[src/cfp_pkg.sv]
package cfp_pkg;

  localparam logic [1:0] KIND_DC      = 2'd0;
  localparam logic [1:0] KIND_AC      = 2'd1;
  localparam logic [1:0] KIND_IGNORED = 2'd2;
  localparam logic [1:0] KIND_BADSUM  = 2'd3;

  localparam logic [7:0] LEN_MAX   = 8'd253;
  localparam logic [7:0] CMD_INFO  = 8'h20;
  localparam logic [7:0] SUB_DC    = 8'hFD;
  localparam logic [7:0] SUB_AC    = 8'h01;
  localparam logic [7:0] PAY_FIRST = 8'd7;
  localparam logic [7:0] PAY_LAST  = 8'd14;

  localparam int QUEUE_DEPTH = 2;

  // p / 1000 == (p >> 3) / 125, the latter by reciprocal with one correction
  localparam int          DIV_SHIFT   = 3;
  localparam logic [6:0]  DIV_REST    = 7'd125;
  localparam int          RECIP_SHIFT = 36;
  localparam logic [29:0] RECIP       = 30'd549755813;

  typedef struct packed {
    logic [1:0]      kind;
    logic [7:0][7:0] payload;
  } frame_rec_t;

endpackage

[src/cfp_in_if.sv]
interface cfp_in_if;
  logic       valid;
  logic       ready;
  logic [7:0] rx_byte;

  modport source (output valid, output rx_byte, input ready);
  modport sink (input valid, input rx_byte, output ready);
endinterface

[src/cfp_out_if.sv]
interface cfp_out_if;
  logic               valid;
  logic               ready;
  logic [1:0]         frame_kind;
  logic [15:0]        battery_voltage;
  logic signed [23:0] battery_current;
  logic [21:0]        ac_power;

  modport source (output valid, output frame_kind, output battery_voltage,
                  output battery_current, output ac_power, input ready);
  modport sink (input valid, input frame_kind, input battery_voltage,
                input battery_current, input ac_power, output ready);
endinterface

[src/cfp_front.sv]
module cfp_front (
  input  logic                clk,
  input  logic                rst,
  cfp_in_if.sink              rx,
  output logic                push_valid,
  output cfp_pkg::frame_rec_t push_data,
  input  logic                push_ready
);
  import cfp_pkg::*;

  logic [7:0]      byte_count, frame_length, running_sum, command_byte, subtype_byte;
  logic [7:0][7:0] payload_bytes;

  logic [7:0]      byte_count_next, frame_length_next, running_sum_next;
  logic [7:0]      command_byte_next, subtype_byte_next;
  logic [7:0][7:0] payload_bytes_next;

  logic       accept, oversize, frame_end;
  logic [7:0] b;
  logic [8:0] pos_inc;
  logic [1:0] kind;

  assign rx.ready = push_ready;
  assign accept   = rx.valid && rx.ready;
  assign b        = rx.rx_byte;
  assign oversize = (byte_count == 8'd0) && (b > LEN_MAX);

  always_comb begin
    frame_length_next  = frame_length;
    running_sum_next   = running_sum;
    command_byte_next  = command_byte;
    subtype_byte_next  = subtype_byte;
    payload_bytes_next = payload_bytes;
    if (byte_count == 8'd0) begin
      frame_length_next = b;
      running_sum_next  = b;
    end else begin
      running_sum_next = running_sum + b;
      if (byte_count == 8'd1) begin
        command_byte_next = b;
      end else if (byte_count == 8'd2) begin
        subtype_byte_next = b;
      end else if (byte_count >= PAY_FIRST && byte_count <= PAY_LAST) begin
        payload_bytes_next[3'(byte_count - PAY_FIRST)] = b;
      end
    end
    pos_inc         = {1'b0, byte_count} + 9'd1;
    frame_end       = pos_inc >= ({1'b0, frame_length_next} + 9'd2);
    byte_count_next = frame_end ? 8'd0 : pos_inc[7:0];

    if (running_sum_next != 8'd0) begin
      kind = KIND_BADSUM;
    end else if (command_byte_next == CMD_INFO && subtype_byte_next == SUB_DC) begin
      kind = KIND_DC;
    end else if (command_byte_next == CMD_INFO && subtype_byte_next == SUB_AC) begin
      kind = KIND_AC;
    end else begin
      kind = KIND_IGNORED;
    end
  end

  assign push_valid        = accept && (oversize || frame_end);
  assign push_data.kind    = oversize ? KIND_IGNORED : kind;
  assign push_data.payload = payload_bytes_next;

  always_ff @(posedge clk) begin
    if (rst) begin
      byte_count    <= '0;
      frame_length  <= '0;
      running_sum   <= '0;
      command_byte  <= '0;
      subtype_byte  <= '0;
      payload_bytes <= '0;
    end else if (accept && !oversize) begin
      byte_count    <= byte_count_next;
      frame_length  <= frame_length_next;
      running_sum   <= running_sum_next;
      command_byte  <= command_byte_next;
      subtype_byte  <= subtype_byte_next;
      payload_bytes <= payload_bytes_next;
    end
  end

  a_count_in_frame: assert property (@(posedge clk) disable iff (rst)
    {1'b0, byte_count} <= ({1'b0, frame_length} + 9'd1))
    else $error("byte count ran past frame end");

  a_oversize_drops: assert property (@(posedge clk) disable iff (rst)
    (accept && oversize) |=> (byte_count == 8'd0))
    else $error("oversized length byte started a frame");

endmodule

[src/cfp_queue.sv]
module cfp_queue #(
  parameter int DEPTH = cfp_pkg::QUEUE_DEPTH
) (
  input  logic                clk,
  input  logic                rst,
  input  logic                push_valid,
  input  cfp_pkg::frame_rec_t push_data,
  output logic                push_ready,
  output logic                pop_valid,
  output cfp_pkg::frame_rec_t pop_data,
  input  logic                pop_ready
);
  import cfp_pkg::*;

  localparam int PTR_W = (DEPTH > 1) ? $clog2(DEPTH) : 1;
  localparam int CNT_W = $clog2(DEPTH + 1);

  frame_rec_t       entries [DEPTH];
  logic [PTR_W-1:0] wr_ptr, rd_ptr;
  logic [CNT_W-1:0] count;
  logic             push, pop;

  assign push_ready = count != CNT_W'(DEPTH);
  assign pop_valid  = count != '0;
  assign pop_data   = entries[rd_ptr];
  assign push       = push_valid && push_ready;
  assign pop        = pop_valid && pop_ready;

  always_ff @(posedge clk) begin
    if (push) begin
      entries[wr_ptr] <= push_data;
    end
  end

  always_ff @(posedge clk) begin
    if (rst) begin
      wr_ptr <= '0;
      rd_ptr <= '0;
      count  <= '0;
    end else begin
      if (push) begin
        wr_ptr <= (wr_ptr == PTR_W'(DEPTH - 1)) ? '0 : wr_ptr + 1'b1;
      end
      if (pop) begin
        rd_ptr <= (rd_ptr == PTR_W'(DEPTH - 1)) ? '0 : rd_ptr + 1'b1;
      end
      if (push && !pop) begin
        count <= count + 1'b1;
      end else if (pop && !push) begin
        count <= count - 1'b1;
      end
    end
  end

  a_count_bound: assert property (@(posedge clk) disable iff (rst)
    count <= CNT_W'(DEPTH))
    else $error("queue count beyond depth");

  a_count_up: assert property (@(posedge clk) disable iff (rst)
    (push && !pop) |=> (count == $past(count) + 1'b1))
    else $error("queue count missed a push");

endmodule

[src/cfp_back.sv]
module cfp_back (
  input  logic                clk,
  input  logic                rst,
  input  logic                pop_valid,
  input  cfp_pkg::frame_rec_t pop_data,
  output logic                pop_ready,
  cfp_out_if.source           result
);
  import cfp_pkg::*;

  logic        en;
  logic [15:0] v_raw, i_raw, i_mag;

  logic        a_valid, b_valid, c_valid;
  logic [1:0]  a_kind, b_kind, c_kind;
  logic [15:0] a_volt, b_volt, c_volt;
  logic [23:0] a_cur, b_cur, c_cur;
  logic [31:0] a_prod;
  logic [28:0] b_x;
  logic [58:0] b_t;
  logic [21:0] c_power;

  logic [22:0] q_est;
  logic [29:0] rem;
  logic [22:0] q_fix;

  assign en        = !c_valid || result.ready;
  assign pop_ready = en;

  assign v_raw = {pop_data.payload[5], pop_data.payload[4]};
  assign i_raw = {pop_data.payload[7], pop_data.payload[6]};
  assign i_mag = (pop_data.kind != KIND_AC) ? 16'd0 :
                 i_raw[15] ? (16'd0 - i_raw) : i_raw;

  assign q_est = b_t[RECIP_SHIFT +: 23];
  assign rem   = {1'b0, b_x} - (30'(q_est) * 30'(DIV_REST));
  assign q_fix = (rem >= 30'(DIV_REST)) ? q_est + 23'd1 : q_est;

  always_ff @(posedge clk) begin
    if (rst) begin
      a_valid <= 1'b0;
      b_valid <= 1'b0;
      c_valid <= 1'b0;
    end else if (en) begin
      a_valid <= pop_valid;
      b_valid <= a_valid;
      c_valid <= b_valid;
    end
  end

  always_ff @(posedge clk) begin
    if (en) begin
      a_kind <= pop_data.kind;
      a_volt <= (pop_data.kind == KIND_DC) ?
                {pop_data.payload[1], pop_data.payload[0]} : 16'd0;
      a_cur  <= (pop_data.kind == KIND_DC) ?
                {pop_data.payload[4], pop_data.payload[3], pop_data.payload[2]} : 24'd0;
      a_prod <= 32'(v_raw) * 32'(i_mag);

      b_kind <= a_kind;
      b_volt <= a_volt;
      b_cur  <= a_cur;
      b_x    <= a_prod[31:DIV_SHIFT];
      b_t    <= 59'(a_prod[31:DIV_SHIFT]) * 59'(RECIP);

      c_kind  <= b_kind;
      c_volt  <= b_volt;
      c_cur   <= b_cur;
      c_power <= (b_kind == KIND_AC) ? q_fix[21:0] : 22'd0;
    end
  end

  assign result.valid           = c_valid;
  assign result.frame_kind      = c_kind;
  assign result.battery_voltage = c_volt;
  assign result.battery_current = signed'(c_cur);
  assign result.ac_power        = c_power;

  a_power_only_ac: assert property (@(posedge clk) disable iff (rst)
    (c_valid && c_kind != KIND_AC) |-> (c_power == 22'd0))
    else $error("power field set on a non-ac item");

  a_dc_fields: assert property (@(posedge clk) disable iff (rst)
    (c_valid && c_kind != KIND_DC) |-> (c_volt == 16'd0 && c_cur == 24'd0))
    else $error("dc fields set on a non-dc item");

endmodule

[src/checksummed_frame_parser.sv]
// channel  dir  fields                                                    accepted
// rx       in   rx_byte[7:0]                                              valid && ready
// result   out  frame_kind[1:0], battery_voltage[15:0],                   valid && ready
//               battery_current[23:0] signed, ac_power[21:0]
// one byte per cycle while rx.ready is high; a result passes through the queue and the back end
// three-stage back end: 16x16 product, reciprocal product, divide correction
// two-entry queue between front and back; rx.ready drops only when it is full
// synchronous reset clears byte count, sum, stored bytes, queue and pipeline
module checksummed_frame_parser #(
  parameter int QUEUE_DEPTH = cfp_pkg::QUEUE_DEPTH
) (
  input  logic      clk,
  input  logic      rst,
  cfp_in_if.sink    rx,
  cfp_out_if.source result
);
  import cfp_pkg::*;

  logic       push_valid, push_ready, pop_valid, pop_ready;
  frame_rec_t push_data, pop_data;

  cfp_front u_front (
    .clk        (clk),
    .rst        (rst),
    .rx         (rx),
    .push_valid (push_valid),
    .push_data  (push_data),
    .push_ready (push_ready)
  );

  cfp_queue #(.DEPTH(QUEUE_DEPTH)) u_queue (
    .clk        (clk),
    .rst        (rst),
    .push_valid (push_valid),
    .push_data  (push_data),
    .push_ready (push_ready),
    .pop_valid  (pop_valid),
    .pop_data   (pop_data),
    .pop_ready  (pop_ready)
  );

  cfp_back u_back (
    .clk       (clk),
    .rst       (rst),
    .pop_valid (pop_valid),
    .pop_data  (pop_data),
    .pop_ready (pop_ready),
    .result    (result)
  );

endmodule
[src/flat_wrapper.sv]
// flat-port wrapper written by rule: the top's interface ports become plain ports
module checksummed_frame_parser_flat import cfp_pkg::*;
#(
  parameter int QUEUE_DEPTH = cfp_pkg::QUEUE_DEPTH
)
  (clk, rst, rx_valid, rx_rx_byte, rx_ready, result_valid, result_frame_kind, result_battery_voltage, result_battery_current, result_ac_power, result_ready);
  cfp_in_if rx_i ();
  cfp_out_if result_i ();
  input  logic clk;
  input  logic rst;
  input wire logic [$bits(rx_i.valid)-1:0] rx_valid;
  input wire logic [$bits(rx_i.rx_byte)-1:0] rx_rx_byte;
  output wire logic [$bits(rx_i.ready)-1:0] rx_ready;
  output wire logic [$bits(result_i.valid)-1:0] result_valid;
  output wire logic [$bits(result_i.frame_kind)-1:0] result_frame_kind;
  output wire logic [$bits(result_i.battery_voltage)-1:0] result_battery_voltage;
  output wire logic [$bits(result_i.battery_current)-1:0] result_battery_current;
  output wire logic [$bits(result_i.ac_power)-1:0] result_ac_power;
  input wire logic [$bits(result_i.ready)-1:0] result_ready;
  assign rx_i.valid = rx_valid;
  assign rx_i.rx_byte = rx_rx_byte;
  assign rx_ready = rx_i.ready;
  assign result_valid = result_i.valid;
  assign result_frame_kind = result_i.frame_kind;
  assign result_battery_voltage = result_i.battery_voltage;
  assign result_battery_current = result_i.battery_current;
  assign result_ac_power = result_i.ac_power;
  assign result_i.ready = result_ready;
  checksummed_frame_parser #(.QUEUE_DEPTH(QUEUE_DEPTH)) u_core (.clk(clk), .rst(rst), .rx(rx_i), .result(result_i));
endmodule
[config.mk]
export PLATFORM = sky130hd
export DESIGN_NAME = checksummed_frame_parser_flat
export DESIGN_NICKNAME = d
export VERILOG_FILES = /design/src/cfp_pkg.sv /design/src/cfp_in_if.sv /design/src/cfp_out_if.sv /design/src/cfp_front.sv /design/src/cfp_queue.sv /design/src/cfp_back.sv /design/src/checksummed_frame_parser.sv /design/src/flat_wrapper.sv
export SDC_FILE = /design/constraint.sdc
export NUM_CORES = 2
export LEC_CHECK = 0
export CAP_MARGIN = 40
export CORE_ASPECT_RATIO = 1.2
export CORE_MARGIN = 5
export CORE_UTILIZATION = 28
export CTS_CLUSTER_SIZE = 40
export DETAILED_ROUTE_END_ITERATION = 10
export DONT_BUFFER_PORTS = 1
export REMOVE_ABC_BUFFERS = 1
export SYNTH_ARGS = -nofsm -noshare
export SYNTH_HDL_FRONTEND = slang
export SYNTH_HIERARCHICAL = 1
export SYNTH_SLANG_ARGS = --single-unit
[constraint.sdc]
create_clock -name clk -period 16.4 [get_ports clk]
set_input_delay 1.64 -clock clk [delete_from_list [all_inputs] [get_ports clk]]
set_output_delay 1.64 -clock clk [all_outputs]
set_load 0.05 [all_outputs]
==> run_results.csv <==
group,metric,value,unit
outcome,status,"finished, final reports clean",
finish,antenna_cells,0,
critical_path,critPathTopFamily,"adder cells",
floorplan,core,162000,µm²
clock_network,ctsLongestPathBuffers,3,
clock_network,holdBufCountCts,0,
logic_synthesis,synthesis.area,45500,µm²
critical_path,cp_max_fo,27,
placed_design,dp.cells,6168,
timing,slew_viol_final,0,
critical_path,critical_path_required,16.76,ns
critical_path,critPathBufInv,5,
logic_synthesis,synthFlopType,"edfxtp_1",
critical_path,critPathSlowestCell,"dfxtp_2",
grt,track_usage,12.0,%
clock_network,cts_root_buffer,"clkbuf_16",
placed_design,io_buffers,0,
timing,timing.fmax,105,MHz
critical_path,crit_type,"register to register",
job,maxCapViolations,0,
clock_network,numCtsBuffers,53,
finish,fin_nets,5267,
timing,slew_headroom,41.7,%
timing,fin_hold_ws,0.417,ns
hold_path,hold_path.class,"register to register",
timing,tns,0,ns
logic_synthesis,synth.distinct_cells,100,
logic_synthesis,synthCells,4117,
timing,final.min_clock_period,9.51,ns
finish,postLayoutCellArea,49800,µm²
logic_synthesis,avgSynthCellArea,11.0,µm²
finish,final_common_cell,"inv_1",
routing,post_drt_wl_per_cell,16.1,µm
floorplan,die_w,378,µm
floorplan,start_util,28.1,%
finish,layout_common_cells,"inv_1, ha_1, fa_1",
finish,multi_input_area,28700,µm²
critical_path,cp.arrival,9.87,ns
grt,antenna_found_initial,0,
floorplan,die-area,171000,µm²
finish,register_area,13100,µm²
critical_path,start_kind,"register",
critical_path,cpMostUsedCell,"fa_1",
routing,first_pass_iters,5,
logic_synthesis,yosysWarningCount,6,
logic_synthesis,seq_area_frac_synth,28.8,%
logic_synthesis,synth-edff-count,361,
clock_network,clock-sinks,473,
clock_network,post-cts-setup-buffer-count,0,
placed_design,placed_cell_area,47900,µm²
critical_path,cp_slowest_stage_delay,0.75,ns
routing,drt.antenna.violating_nets,0,
logic_synthesis,async_flop_share,0,%
timing,finalClockSkew,0.0335,ns
routing,drt-initial-drc-count,1390,
timing,fin_crit_sh,58.0,%
routing,routed_via_density,4.49,
finish,areaGrowthSynthToFinish,9.57,%
floorplan,ios,78,
finish,nFillCells,16400,
floorplan,num_rows,162,
clock_network,clk_latency,0.64,ns
routing,vias,28200,
timing,max_slew.worst_pin.slew,0.875,ns
logic_synthesis,yosys_register_bits,473,
placed_design,dp.final_hpwl,78500,µm
grt,grt_overflow,0,
timing,hold_viol,0,
clock_network,htreeDepth,2,
timing,rsz0062_at_grt,"no",
routing,wl,101000,µm
clock_network,clkTransAtPathRegs,0.06,ns
grt,grt_pass1_vias,30400,
routing,drc,0,
grt,grt_pass1_wl,165000,µm
grt,grt_max_degree,115,
finish,drive_gt1_share,7.54,%
floorplan,die_h,451,µm
finish,fin_cells,6268,
timing,finalSetupViolations,0,
clock_network,cts_resized,0,
critical_path,worstSetupEndpointType,"register",
clock_network,cts_tree,"yes",
placed_design,gp_congestion,0.868,
## cells by family after synthesis
| kind of cell | after synthesis | synth area share, % |
|---|---|---|
| flops | 473 | 28.8 |
| fa+ha+maj | 1164 | 41.5 |
| compound gates | 405 | 5.97 |
| xor+xnor | 90 | 1.73 |
| mux | 179 | 4.30 |
| simple gates | 865 | 9.61 |
| buf+inv | 941 | 8.12 |
## area by class of cell
cell class / instances / area share [%]
clock inverters: 33 / 0.899
flip-flops and latches: 473 / 26.3
multi-input cells: 2703 / 57.7
inverters: 821 / 6.19
repair buffers: 39 / 0.769
well taps: 2132 / 5.36
clock buffers: 67 / 2.85
## synth_stat cells, drive strengths merged, types with 8 or more instances
library cell,instances,area (µm²)
a211oi,22,208
a21o,40,304
a21oi,146,731
nand4,24,163
o21a,13,97.6
dfxtp,112,2240
o211ai,11,87.6
ha,592,7410
fa,572,11500
o21bai,10,75.1
mux2i,50,500
o31ai,11,87.6
or3,14,87.6
xor2,38,333
xnor2,52,455
nor4,11,83.8
nand2b,19,119
nand2,292,1100
mux2,129,1450
nor2b,22,143
or4,8,60.1
nand3,74,375
a211o,10,87.6
and3,16,101
buf,26,195
inv,821,3080
nor2,140,553
and2,177,1110
clkbuf,93,379
edfxtp,361,10800
nor3,38,220
o21ai,74,385
## layer usage
layer,GRT usage (%),vias up,part of all wire [%]
met5,0,-,0
met4,3.49,0,2.7
met3,1.71,163,3.8
met2,21.4,519,50
met1,15.1,14100,43
li1,-,13400,-
## sequential cells by signal, summed over array words and instances, names as in the netlist, 8 cells and up, named ones only
signal and flops:
u_core/u_front/payload_bytes 64, u_core/u_back/b_t 23, u_core/u_front/frame_length 8, u_core/u_back/result.battery_current 24
u_core/u_back/b_volt 16, u_core/u_back/result.ac_power 22, u_core/u_back/result.battery_voltage 16, u_core/u_back/a_volt 16
u_core/u_front/subtype_byte 8, u_core/u_front/running_sum 8, u_core/u_back/a_cur 24, u_core/u_queue/entries 132
u_core/u_front/command_byte 8, u_core/u_back/a_prod 29, u_core/u_front/byte_count 8, u_core/u_back/b_cur 24
u_core/u_back/b_x 29
## per-stage QoR
step	util [%]	worst slack, ns
floorplan	-	6.36
global placement	29.4	6.79
detailed placement	29.6	6.99
CTS	30.8	6.93
global route	30.8	6.45
finish	30.8	6.89
## final timing paths
path | from | end | slack [ns] | cells past startpoint
max | register | u_core/u_back/a_prod[31] | 6.89 | 33
min | u_core/u_back/b_cur[3] | u_core/u_back/result.battery_current[3] | 0.42 | 0
max reg2reg | register | u_core/u_back/a_prod[31] | 6.89 | 33
min reg2reg | u_core/u_back/b_cur[3] | u_core/u_back/result.battery_current[3] | 0.42 | 0
Power is left out: the tool's default activity adds up to more than one toggle a clock period on the data nets, which glitch-free logic cannot reach.
